<file path="src/sv/wsd_pkg.sv">
// Shared types and constants of the frame deframer.
`default_nettype none

package wsd_pkg;

	localparam int unsigned QDepth = 4;
	localparam int unsigned QAw    = $clog2(QDepth);

	localparam logic [15:0] MaxPayloadReset = 16'd4096;
	localparam logic [6:0]  Len16Code       = 7'd126;
	localparam logic [6:0]  Len64Code       = 7'd127;
	localparam logic [2:0]  Ext16Bytes      = 3'd1;
	localparam logic [2:0]  Ext64Bytes      = 3'd7;

	// register index codes
	localparam logic RegMaxPayload = 1'b0;

	// result kind codes
	localparam logic KindHeader  = 1'b0;
	localparam logic KindPayload = 1'b1;

	typedef enum logic [4:0] {
		PH_BYTE0 = 5'b00001,
		PH_BYTE1 = 5'b00010,
		PH_EXT   = 5'b00100,
		PH_KEY   = 5'b01000,
		PH_DATA  = 5'b10000
	} phase_t;

	typedef struct packed {
		logic        item_kind;
		logic        fin_bit;
		logic [3:0]  frame_opcode;
		logic        is_masked;
		logic [62:0] payload_len;
		logic        oversize;
		logic [7:0]  data_byte;
		logic        last;
	} res_t;

	typedef struct packed {
		logic full;
		logic empty;
	} q_stat_t;

endpackage

`default_nettype wire

</file>
<file path="src/sv/wsd_front.sv">
// Front end: header parser and payload unmasker, one byte per cycle while accept is high.
`default_nettype none

module wsd_front (
	input  wire logic            clk,
	input  wire logic            arst_n,
	input  wire logic            accept,
	input  wire logic [7:0]      rx_byte,
	input  wire logic [15:0]     max_payload,
	output logic                 push,
	output wsd_pkg::res_t        push_item
);

	wsd_pkg::phase_t phase_q, phase_d;
	logic [2:0]  ext_q, ext_d;
	logic [62:0] len_q, len_d;
	logic [31:0] key_q, key_d;
	logic [1:0]  kc_q, kc_d;
	logic [62:0] left_q, left_d;
	logic        fin_q, fin_d;
	logic [3:0]  op_q, op_d;
	logic        masked_q, masked_d;

	logic        emit;
	logic        len_done;
	logic        hdr_done;
	logic [7:0]  kb;
	logic        data_last;

	always_comb begin
		unique case (kc_q)
			2'd0: kb = key_q[31:24];
			2'd1: kb = key_q[23:16];
			2'd2: kb = key_q[15:8];
			2'd3: kb = key_q[7:0];
			default: kb = key_q[31:24];
		endcase
	end

	assign data_last = (left_q[62:1] == 62'd0);

	always_comb begin
		phase_d   = phase_q;
		ext_d     = ext_q;
		len_d     = len_q;
		key_d     = key_q;
		kc_d      = kc_q;
		left_d    = left_q;
		fin_d     = fin_q;
		op_d      = op_q;
		masked_d  = masked_q;
		emit      = 1'b0;
		len_done  = 1'b0;
		hdr_done  = 1'b0;
		push_item = '0;

		unique case (phase_q)
			wsd_pkg::PH_BYTE0: begin
				fin_d   = rx_byte[7];
				op_d    = rx_byte[3:0];
				phase_d = wsd_pkg::PH_BYTE1;
			end
			wsd_pkg::PH_BYTE1: begin
				masked_d = rx_byte[7];
				key_d    = '0;
				len_d    = '0;
				if (rx_byte[6:0] == wsd_pkg::Len16Code) begin
					ext_d   = wsd_pkg::Ext16Bytes;
					phase_d = wsd_pkg::PH_EXT;
				end else if (rx_byte[6:0] == wsd_pkg::Len64Code) begin
					ext_d   = wsd_pkg::Ext64Bytes;
					phase_d = wsd_pkg::PH_EXT;
				end else begin
					len_d    = {56'd0, rx_byte[6:0]};
					len_done = 1'b1;
				end
			end
			wsd_pkg::PH_EXT: begin
				// big-endian; bit 63 of a 64-bit length falls off the top
				len_d = {len_q[54:0], rx_byte};
				if (ext_q == 3'd0) begin
					len_done = 1'b1;
				end else begin
					ext_d = ext_q - 3'd1;
				end
			end
			wsd_pkg::PH_KEY: begin
				key_d = {key_q[23:0], rx_byte};
				if (kc_q == 2'd3) begin
					hdr_done = 1'b1;
				end else begin
					kc_d = kc_q + 2'd1;
				end
			end
			wsd_pkg::PH_DATA: begin
				emit                   = 1'b1;
				push_item.item_kind    = wsd_pkg::KindPayload;
				push_item.fin_bit      = fin_q;
				push_item.frame_opcode = op_q;
				push_item.is_masked    = masked_q;
				push_item.payload_len  = len_q;
				push_item.data_byte    = rx_byte ^ (masked_q ? kb : 8'd0);
				push_item.last         = data_last;
				kc_d                   = kc_q + 2'd1;
				if (left_q != 63'd0) begin
					left_d = left_q - 63'd1;
				end
				if (data_last) begin
					phase_d = wsd_pkg::PH_BYTE0;
				end
			end
			default: begin
				phase_d = wsd_pkg::PH_BYTE0;
			end
		endcase

		if (len_done) begin
			if (masked_d) begin
				kc_d    = 2'd0;
				key_d   = '0;
				phase_d = wsd_pkg::PH_KEY;
			end else begin
				hdr_done = 1'b1;
			end
		end

		if (hdr_done) begin
			emit                   = 1'b1;
			kc_d                   = 2'd0;
			left_d                 = len_d;
			push_item.item_kind    = wsd_pkg::KindHeader;
			push_item.fin_bit      = fin_d;
			push_item.frame_opcode = op_d;
			push_item.is_masked    = masked_d;
			push_item.payload_len  = len_d;
			push_item.oversize     = (len_d[62:16] != 47'd0) || (len_d[15:0] > max_payload);
			push_item.last         = (len_d == 63'd0);
			phase_d = (len_d == 63'd0) ? wsd_pkg::PH_BYTE0 : wsd_pkg::PH_DATA;
		end
	end

	assign push = accept && emit;

	always_ff @(posedge clk or negedge arst_n) begin
		if (!arst_n) begin
			phase_q  <= wsd_pkg::PH_BYTE0;
			ext_q    <= '0;
			len_q    <= '0;
			key_q    <= '0;
			kc_q     <= '0;
			left_q   <= '0;
			fin_q    <= 1'b0;
			op_q     <= '0;
			masked_q <= 1'b0;
		end else if (accept) begin
			phase_q  <= phase_d;
			ext_q    <= ext_d;
			len_q    <= len_d;
			key_q    <= key_d;
			kc_q     <= kc_d;
			left_q   <= left_d;
			fin_q    <= fin_d;
			op_q     <= op_d;
			masked_q <= masked_d;
		end
	end

endmodule

`default_nettype wire

</file>
<file path="src/sv/wsd_queue.sv">
// Short result queue between the parser and the output stage.
`default_nettype none

module wsd_queue (
	input  wire logic              clk,
	input  wire logic              arst_n,
	input  wire logic              push,
	input  wire wsd_pkg::res_t     push_item,
	input  wire logic              pop,
	output wsd_pkg::res_t          head,
	output wsd_pkg::q_stat_t       stat
);

	wsd_pkg::res_t               entry_q [wsd_pkg::QDepth];
	logic [wsd_pkg::QAw-1:0]     wr_ptr_q;
	logic [wsd_pkg::QAw-1:0]     rd_ptr_q;
	logic [wsd_pkg::QAw:0]       count_q;

	assign stat.full  = (count_q == (wsd_pkg::QAw+1)'(wsd_pkg::QDepth));
	assign stat.empty = (count_q == '0);
	assign head       = entry_q[rd_ptr_q];

	always_ff @(posedge clk) begin
		if (push) begin
			entry_q[wr_ptr_q] <= push_item;
		end
	end

	always_ff @(posedge clk or negedge arst_n) begin
		if (!arst_n) begin
			wr_ptr_q <= '0;
			rd_ptr_q <= '0;
			count_q  <= '0;
		end else begin
			if (push) begin
				wr_ptr_q <= wr_ptr_q + 1'b1;
			end
			if (pop) begin
				rd_ptr_q <= rd_ptr_q + 1'b1;
			end
			priority if (push && !pop) begin
				count_q <= count_q + 1'b1;
			end else if (pop && !push) begin
				count_q <= count_q - 1'b1;
			end
		end
	end

endmodule

`default_nettype wire

</file>
<file path="src/sv/wsd_back.sv">
// Back end: output register that drains the result queue.
`default_nettype none

module wsd_back (
	input  wire logic              clk,
	input  wire logic              arst_n,
	input  wire wsd_pkg::q_stat_t  stat,
	input  wire wsd_pkg::res_t     head,
	input  wire logic              res_stall,
	output logic                   pop,
	output logic                   res_valid,
	output wsd_pkg::res_t          res_item
);

	logic          valid_q;
	wsd_pkg::res_t item_q;

	// refill when the register is empty or being taken this cycle
	assign pop       = !stat.empty && (!valid_q || !res_stall);
	assign res_valid = valid_q;
	assign res_item  = item_q;

	always_ff @(posedge clk or negedge arst_n) begin
		if (!arst_n) begin
			valid_q <= 1'b0;
		end else if (!valid_q || !res_stall) begin
			valid_q <= !stat.empty;
		end
	end

	always_ff @(posedge clk) begin
		if (pop) begin
			item_q <= head;
		end
	end

endmodule

`default_nettype wire

</file>
<file path="src/sv/websocket_frame_deframer.sv">
// Top level of the WebSocket frame deframer: parser, result queue, output stage.
//
//  channel  | signals                              | direction | moves
//  ---------+--------------------------------------+-----------+--------------------------
//  rx       | rx_valid, rx_stall, rx_byte          | in        | one stream byte per item
//  res      | res_valid, res_stall, result fields  | out       | header or payload item
//  config   | psel, penable, pwrite, paddr, ...    | in        | max_payload at address 0
//
// One byte is taken every cycle while rx_stall is low. Each result is written into the
// four-entry queue at the edge that takes its byte; the output stage takes it from there.
// rx_stall rises only when the queue holds four items, so res_stall backs up into rx
// after the queue fills. Reset clears the parser to wait for a first header byte and
// sets max_payload to 4096; there is no clearing pass.
`default_nettype none

module websocket_frame_deframer (
	input  wire logic        clk,
	input  wire logic        arst_n,
	// byte stream in
	input  wire logic        rx_valid,
	output logic             rx_stall,
	input  wire logic [7:0]  rx_byte,
	// results out
	output logic             res_valid,
	input  wire logic        res_stall,
	output logic             item_kind,
	output logic             fin_bit,
	output logic [3:0]       frame_opcode,
	output logic             is_masked,
	output logic [62:0]      payload_len,
	output logic             oversize,
	output logic [7:0]       data_byte,
	output logic             last,
	// configuration
	input  wire logic        psel,
	input  wire logic        penable,
	input  wire logic        pwrite,
	input  wire logic [2:0]  paddr,
	input  wire logic [31:0] pwdata,
	output logic [31:0]      prdata,
	output logic             pready
);

	logic [15:0]       max_payload_q;
	logic              accept;
	logic              push;
	logic              pop;
	wsd_pkg::res_t     push_item;
	wsd_pkg::res_t     head;
	wsd_pkg::res_t     res_item;
	wsd_pkg::q_stat_t  stat;
	logic              reg_idx;

	// register file: a single word, index from the word address
	assign pready  = 1'b1;
	assign reg_idx = paddr[2];
	assign prdata  = (reg_idx == wsd_pkg::RegMaxPayload) ? {16'd0, max_payload_q} : 32'd0;

	always_ff @(posedge clk or negedge arst_n) begin
		if (!arst_n) begin
			max_payload_q <= wsd_pkg::MaxPayloadReset;
		end else if (psel && penable && pwrite && pready
		             && (reg_idx == wsd_pkg::RegMaxPayload)) begin
			max_payload_q <= pwdata[15:0];
		end
	end

	// front stalls only on a full queue
	assign rx_stall = stat.full;
	assign accept   = rx_valid && !rx_stall;

	wsd_front u_front (
		.clk         (clk),
		.arst_n      (arst_n),
		.accept      (accept),
		.rx_byte     (rx_byte),
		.max_payload (max_payload_q),
		.push        (push),
		.push_item   (push_item)
	);

	wsd_queue u_queue (
		.clk       (clk),
		.arst_n    (arst_n),
		.push      (push),
		.push_item (push_item),
		.pop       (pop),
		.head      (head),
		.stat      (stat)
	);

	wsd_back u_back (
		.clk       (clk),
		.arst_n    (arst_n),
		.stat      (stat),
		.head      (head),
		.res_stall (res_stall),
		.pop       (pop),
		.res_valid (res_valid),
		.res_item  (res_item)
	);

	assign item_kind    = res_item.item_kind;
	assign fin_bit      = res_item.fin_bit;
	assign frame_opcode = res_item.frame_opcode;
	assign is_masked    = res_item.is_masked;
	assign payload_len  = res_item.payload_len;
	assign oversize     = res_item.oversize;
	assign data_byte    = res_item.data_byte;
	assign last         = res_item.last;

endmodule

`default_nettype wire

</file>
<file path="config.mk">
export PLATFORM = sky130hd
export DESIGN_NAME = websocket_frame_deframer
export DESIGN_NICKNAME = d
export VERILOG_FILES = /design/src/sv/wsd_pkg.sv /design/src/sv/wsd_front.sv /design/src/sv/wsd_queue.sv /design/src/sv/wsd_back.sv /design/src/sv/websocket_frame_deframer.sv
export SDC_FILE = /design/constraint.sdc
export NUM_CORES = 1
export LEC_CHECK = 0
export BUFFER_PORTS_ARGS = -buffer_cell sky130_fd_sc_hd__buf_2
export CAP_MARGIN = 15
export CORE_ASPECT_RATIO = 0.9
export CORE_MARGIN = 8
export CORE_UTILIZATION = 50
export CTS_CLUSTER_SIZE = 14
export DETAILED_ROUTE_END_ITERATION = 16
export PLACE_DENSITY = 0.72
export SYNTH_ARGS = -nofsm -noshare
export SYNTH_HDL_FRONTEND = slang
export SYNTH_SLANG_ARGS = --single-unit
</file>
<file path="constraint.sdc">
create_clock -name clk -period 6.7 [get_ports clk]
set_clock_uncertainty 0.2 [all_clocks]
set_input_delay 0.67 -clock clk [delete_from_list [all_inputs] [get_ports clk]]
set_output_delay 0.67 -clock clk [all_outputs]
set_load 0.01 [all_outputs]
</file>
==> results of run 1 <==
-- kinds of logic after synthesis --
| logic type | synth area share, % |
|---|---|
| flops | 66.4 |
| simple gates | 7.24 |
| compound gates | 13.2 |
| fa+ha+maj | 1.50 |
| xor+xnor | 0.548 |
| other cells | 0.0294 |
| mux | 8.10 |
| buf+inv | 2.99 |
-- critical path: cells and delay by family (launching register included) --
kind	cells	cell delay [ns]
compound gates	3	1.63
simple gates	4	1.96
flops	1	0.42
buf+inv	1	0.47
-- worst min path at each step --
stage,startpoint,to,slack (ns),cells after the start
after floorplan,arst_n,max_payload_q[0],0.17,0
after global placement,u_front.ext_q[1],u_front.ext_q[1],0.26,1
after detailed placement,u_front.ext_q[1],u_front.ext_q[1],0.27,1
after CTS,pwdata[3],max_payload_q[3],0.04,2
after global routing,pwdata[3],max_payload_q[3],0.06,2
final,pwdata[3],max_payload_q[3],0.08,2
-- per-layer routing --
layer / wire length [um] / share of wire, % / GRT usage (%)
met5: 0 / 0 / 0
met4: 1940 / 3.2 / 7.52
met3: 4310 / 7.0 / 3.64
met2: 29800 / 49 / 33.8
met1: 25300 / 41 / 28.2
-- cell type report --
cell class | count | area [um2] | share of cell area, %
Timing Repair Buffer | 154 | 902 | 3.13
Clock inverter | 34 | 400 | 1.39
Multi-Input combinational cell | 1012 | 7960 | 27.6
Sequential cell | 598 | 17000 | 58.9
Inverter | 42 | 158 | 0.547
Tap cell | 680 | 851 | 2.95
Clock buffer | 78 | 1580 | 5.47
-- layout by cell type, fill, tap and decap left out, drive strengths merged, types with 5 or more instances in the layout --
cell type / instances
or3: 9
clkinv: 17
a31oi: 22
a22o: 152
o22ai: 12
buf: 152
o21a: 9
dfrtp: 196
and2: 16
or4: 11
xnor2: 5
inv: 44
nor4: 29
mux2: 24
conb: 17
clkbuf: 79
a222oi: 8
a221oi: 14
a21o: 22
nor2: 102
o31ai: 7
o31a: 7
edfxtp: 400
nand2: 121
nor3: 34
a22oi: 22
a21oi: 45
xor2: 11
bufinv: 7
o22a: 9
nand3: 17
nand4: 12
o21ai: 102
ha: 29
mux4: 80
clkinvlp: 8
-- sequential cells by signal, summed over array words and instances, names as in the netlist, 4 cells and up --
name	cells
u_front.key_q	32
u_back.res_item	80
u_front.len_q	63
u_front.op_q	4
max_payload_q	16
u_front.phase_q	5
u_queue.entry_q	320
u_front.left_q	63
-- per-stage QoR --
step	cell area (um2)	util (%)	power, mW
floorplan	25600	-	6.93
global placement	26800	53.2	7.79
detailed placement	26800	53.2	7.88
CTS	28800	57.1	11.2
global route	28800	57.1	11.7
finish	28800	57.1	11.2
-- timing repair --
item,in CTS,in global routing
hold buffers,1,0
hold endpoints to repair,50,0
gates resized for setup,0,0
-- power breakdown --
part	total (mW)	switching (mW)	internal [mW]
sequential	5.06	0.478	4.59
combinational	2.76	1.66	1.10
clock	3.35	1.41	1.94
total	11.2	3.55	7.63
==> summary.txt, run 1 <==
Yosys
  • FFs w/ async S/R, synth: 33.1%
  • Top-count cell post-synth: edfxtp_1
  • Register area share after synthesis: 66.4%
  • Mapped Area: 0.0256 mm2
  • Synth Instances: 1,772
  • Post-synth EDFFs: 400
  • Synth area leader: edfxtp_1
  • Top-area cell type share of the netlist area: 47.0%
  • Synth Warn #: 0
  • Top cells by count, synth: edfxtp_1, dfrtp_1, a22o_1
  • Synth Flop Type: edfxtp_1
  • #FFs+latches synth: 598
  • Syn avg cell area: 14.4 um2
  • Library cells used by synthesis: 75
  • Synth area leaders: edfxtp_1, dfrtp_1, mux4_2, a22o_1, o21ai_0

Power
  • Static Leak: 10.7 nW
  • Power per cell area: 388 mW/mm2
  • Worst vdd ir: 351 uV

Worst setup path
  • Startpoint types: flip-flop
  • WP data required: 7.01 ns
  • Crit path largest cell delay: 0.81 ns
  • Setup crit end kind: flip-flop
  • Critical-path cell list: or4_4 -> or4b_1 -> or3_1 -> o31a_1 -> a21oi_4 -> buf_4 -> nor3_1 -> a31o_2
  • Worst r2r src: u_front.left_q[21]
  • Minimum setup slack among reg-to-reg paths: 1.88 ns
  • Maximum fanout along the worst path: 38
  • Worst path arrival time: 5.13 ns
  • Crit path to: u_front.left_q[39]
  • R2R depth: 8
  • Crit path launch: u_front.left_q[21]
  • R2r endpoint: u_front.left_q[39]
  • Critical setup path kind: reg2reg
  • Slowest cell on crit path: a21oi_4

Placement
  • Gpl congestion: 0.903
  • Placed Cells incl. Taps: 2,484
  • Port Buffer Count: 129
  • Detailed placement HPWL: 38,300 um
  • Setup WS pre-CTS: 1.94 ns

Clocking
  • H-tree levels: 2
  • Worst-path clk slew: 0.06 ns
  • Postcts setup bufs: 0
  • Worst-skew pair later-pin latency: 0.63 ns
  • CTS tree: yes
  • CTS root buf: clkbuf_16
  • Total CTS buffers: 59
  • CTS max path bufs: 3
  • Clk sinks: 598

Floorplan
  • DIE AREA: 0.0586 mm2
  • Starting density of the core: 50.7%
  • Die H: 231 um
  • Ports: 165
  • Core ar.: 0.0505 mm2
  • Row cnt: 78
  • Die X: 254 um

Global routing
  • Total grt overflow: 0
  • Global-route wire length before repair: 96,000 um
  • Vias in the first global route: 16,462
  • Largest net degree at the start of global routing: 93
  • All-Layer GR Usage: 20.8%
  • Initial antenna violation count: 0

Timing
  • Final period utilization: 72.0%
  • Slew margin rel.: 22.7%
  • Fin crit period: 4.82 ns
  • Finish-stage setup viols: 0
  • Actual slew at the worst max-slew pin: 1.15 ns
  • Hold_ws: 0.0757 ns
  • RSZ-0062 raised after global routing: no
  • Final Max Slew Viols: 0
  • Final setup TNS: 0 ns
  • Fmax: 207 MHz
  • Final hold vios: 0
  • Final setup margin: 1.88 ns

Detailed routing
  • Vias/cell: 6.27
  • First drt pass iteration count: 6
  • Initial DRC count: 2,125
  • DRC: 0
  • Wire per inst: 23.6 um
  • Final WL: 61,300 um
  • Routed Antenna Nets: 0
  • Routed vias: 16,291

Worst hold path
  • Worst min-delay path category: in2reg

Status
  • Status: finished, final reports clean

Cells and area
  • Diodes inserted: 0
  • # fillers: 3,920
  • Nets@finish: 1,947
  • Share of cells above drive strength 1: 19.6%
  • Area grow syn2layout: 12.7%
  • Non-filler instance count after layout: 2,598

Job
  • Max-cap viol count: 0
Power figures use the tool's default switching activity.
==> inputs of run 2 (changes only) <==
==> constraint.sdc (replaced) <==
create_clock -name clk -period 4.7 [get_ports clk]
set_clock_uncertainty 0.2 [all_clocks]
set_input_delay 0.47 -clock clk [delete_from_list [all_inputs] [get_ports clk]]
set_output_delay 0.47 -clock clk [all_outputs]
set_load 0.01 [all_outputs]
==> run 2 against run 1 <==
  * Die area unchanged
  * Worst hold slack better by 0.0077 ns
  * Wire length up 0.28%
  * Critical path depth unchanged
  * Critical path type unchanged
  * Clock power up 40%
  * Largest power group unchanged
  * Core utilization up 0.54 points
  * Power up 42%
  * Clock-buffer cell count down 3
==> summary.txt, run 2 (synthesis results as in run 1) <==
Status
  • Status: finished, final reports clean

Cells and area
  • Most common library cell in the layout ignoring fill and taps: edfxtp_1
  • Area grow syn2layout: 13.8%
  • Nets@finish: 1,980
  • Register bank with the most flops: u_queue.entry_q
  • Diodes inserted: 0
  • Commonest cells after routing, fill and taps aside: edfxtp_1, dfrtp_1, a22o_1, buf_2, nand2_1
  • # fillers: 3,938
  • Share of cells above drive strength 1: 19.9%
  • Largest register FFs: 320

Floorplan
  • Starting density of the core: 50.7%
  • Core ar.: 0.0505 mm2
  • Die H: 231 um
  • Ports: 165
  • DIE AREA: 0.0586 mm2
  • Die X: 254 um
  • Row cnt: 78

Timing
  • Actual slew at the worst max-slew pin: 1.12 ns
  • Fmax: 251 MHz
  • Slew margin rel.: 25.3%
  • Fin crit period: 3.99 ns
  • Final setup TNS: 0 ns
  • Finish-stage setup viols: 0
  • Final Max Slew Viols: 0
  • Hold_ws: 0.0834 ns
  • RSZ-0062 raised after global routing: no
  • Final hold vios: 0
  • Final period utilization: 84.8%

Power
  • Power per cell area: 545 mW/mm2
  • Power, Total: 15.9 mW
  • Worst vdd ir: 480 uV
  • Static Leak: 10.9 nW

Placement
  • Port Buffer Count: 129
  • Detailed placement HPWL: 38,500 um
  • Gpl congestion: 0.902

Clocking
  • Clk sinks: 598
  • Worst-path clk slew: 0.06 ns
  • CTS root buf: clkbuf_16
  • Total CTS buffers: 58
  • Hold_buf cts: 21
  • Postcts setup bufs: 0
  • CTS max path bufs: 3
  • Post-CTS Resized: 0
  • Worst-skew pair later-pin latency: 0.62 ns
  • CTS tree: yes
  • H-tree levels: 2

Worst setup path
  • WP buf/inv: 1
  • Critical setup path kind: reg2reg
  • WP data required: 5.00 ns
  • Maximum fanout along the worst path: 37
  • Worst path arrival time: 4.29 ns
  • Critical-path cell list: or4_4 -> or4b_1 -> or3_1 -> o31a_1 -> a21oi_4 -> buf_4 -> nor3_1 -> a31o_2
  • Slowest cell on crit path: or4b_1
  • Startpoint types: flip-flop
  • Setup crit end kind: flip-flop
  • Crit path largest cell delay: 0.68 ns
  • Largest delay share family, worst path: simple AND/OR/NAND/NOR gates

Detailed routing
  • First drt pass iteration count: 6
  • DRC: 0
  • Initial DRC count: 1,953
  • Routed vias: 16,277
  • Wire per inst: 23.4 um
  • Routed Antenna Nets: 0
  • Vias/cell: 6.20
  • Final WL: 61,500 um

Global routing
  • Global-route wire length before repair: 95,700 um
  • Largest net degree at the start of global routing: 94
  • Vias in the first global route: 16,137
  • Total grt overflow: 0
  • Initial antenna violation count: 0
  • All-Layer GR Usage: 20.8%

Job
  • Max-cap viol count: 0

Worst hold path
  • Worst min-delay path category: in2reg
-- run 2: cell count changes in the layout (fill, tap and decap cells not counted), sizes merged --
| cell | before | now |
|---|---|---|
| dlygate4sd3 | 1 | 21 |
| clkinv | 17 | 21 |
| clkinvlp | 8 | 4 |
| inv | 44 | 42 |
| buf | 152 | 166 |
| clkbuf | 79 | 76 |
-- run 2: final timing paths --
kind / from / to / slack [ns] / depth (start not counted)
setup reg to reg: u_front.left_q[21] / u_front.left_q[39] / 0.71 / 8
hold reg to reg: u_front.ext_q[1] / u_front.ext_q[1] / 0.29 / 1
hold / removal: rx_byte[1] / u_front.key_q[1] / 0.08 / 2
max in group asynchronous: arst_n / u_front.len_q[56] / 2.91 / 3
min in group asynchronous: arst_n / u_front.key_q[6] / 0.26 / 2
setup / recovery: u_front.left_q[21] / u_front.left_q[39] / 0.71 / 8
-- run 2: metal layers --
| layer | vias to the layer above | global-route usage (%) | part of all wire [%] |
|---|---|---|---|
| met4 | 0 | 6.32 | 2.7 |
| met3 | 136 | 3.32 | 7.2 |
| met5 | - | 0 | 0 |
| met1 | 8268 | 28.9 | 41 |
| met2 | 694 | 33.6 | 49 |
| li1 | 7179 | - | - |
-- run 2: final cells by class --
class / count / area (um2) / area share [%]
flip-flops and latches: 598 / 17000 / 58.3
clock buffers: 75 / 1560 / 5.35
inverters: 42 / 158 / 0.542
repair buffers: 188 / 1240 / 4.28
well taps: 680 / 851 / 2.92
multi-input cells: 1012 / 7950 / 27.3
clock inverters: 32 / 362 / 1.24
-- run 2: report_power, final --
part / internal, mW / leakage [nW] / switching, mW
clock network: 2.72 / 0.932 / 1.97
registers: 6.53 / 6.27 / 0.861
logic: 1.62 / 3.69 / 2.16
total: 10.9 / 10.9 / 4.99
-- run 2: stage by stage --
| step | area [um2] | instances | setup WS (ns) | utilization, % |
|---|---|---|---|---|
| finish | 29100 | 2627 | 0.712 | 57.7 |
| floorplan | 25600 | 1787 | 0.383 | - |
| global route | 29100 | 2627 | 0.628 | 57.7 |
| detailed placement | 27000 | 2498 | 0.782 | 53.4 |
| CTS | 29100 | 2626 | 0.742 | 57.6 |
| global placement | 27000 | 2498 | 0.794 | 53.4 |
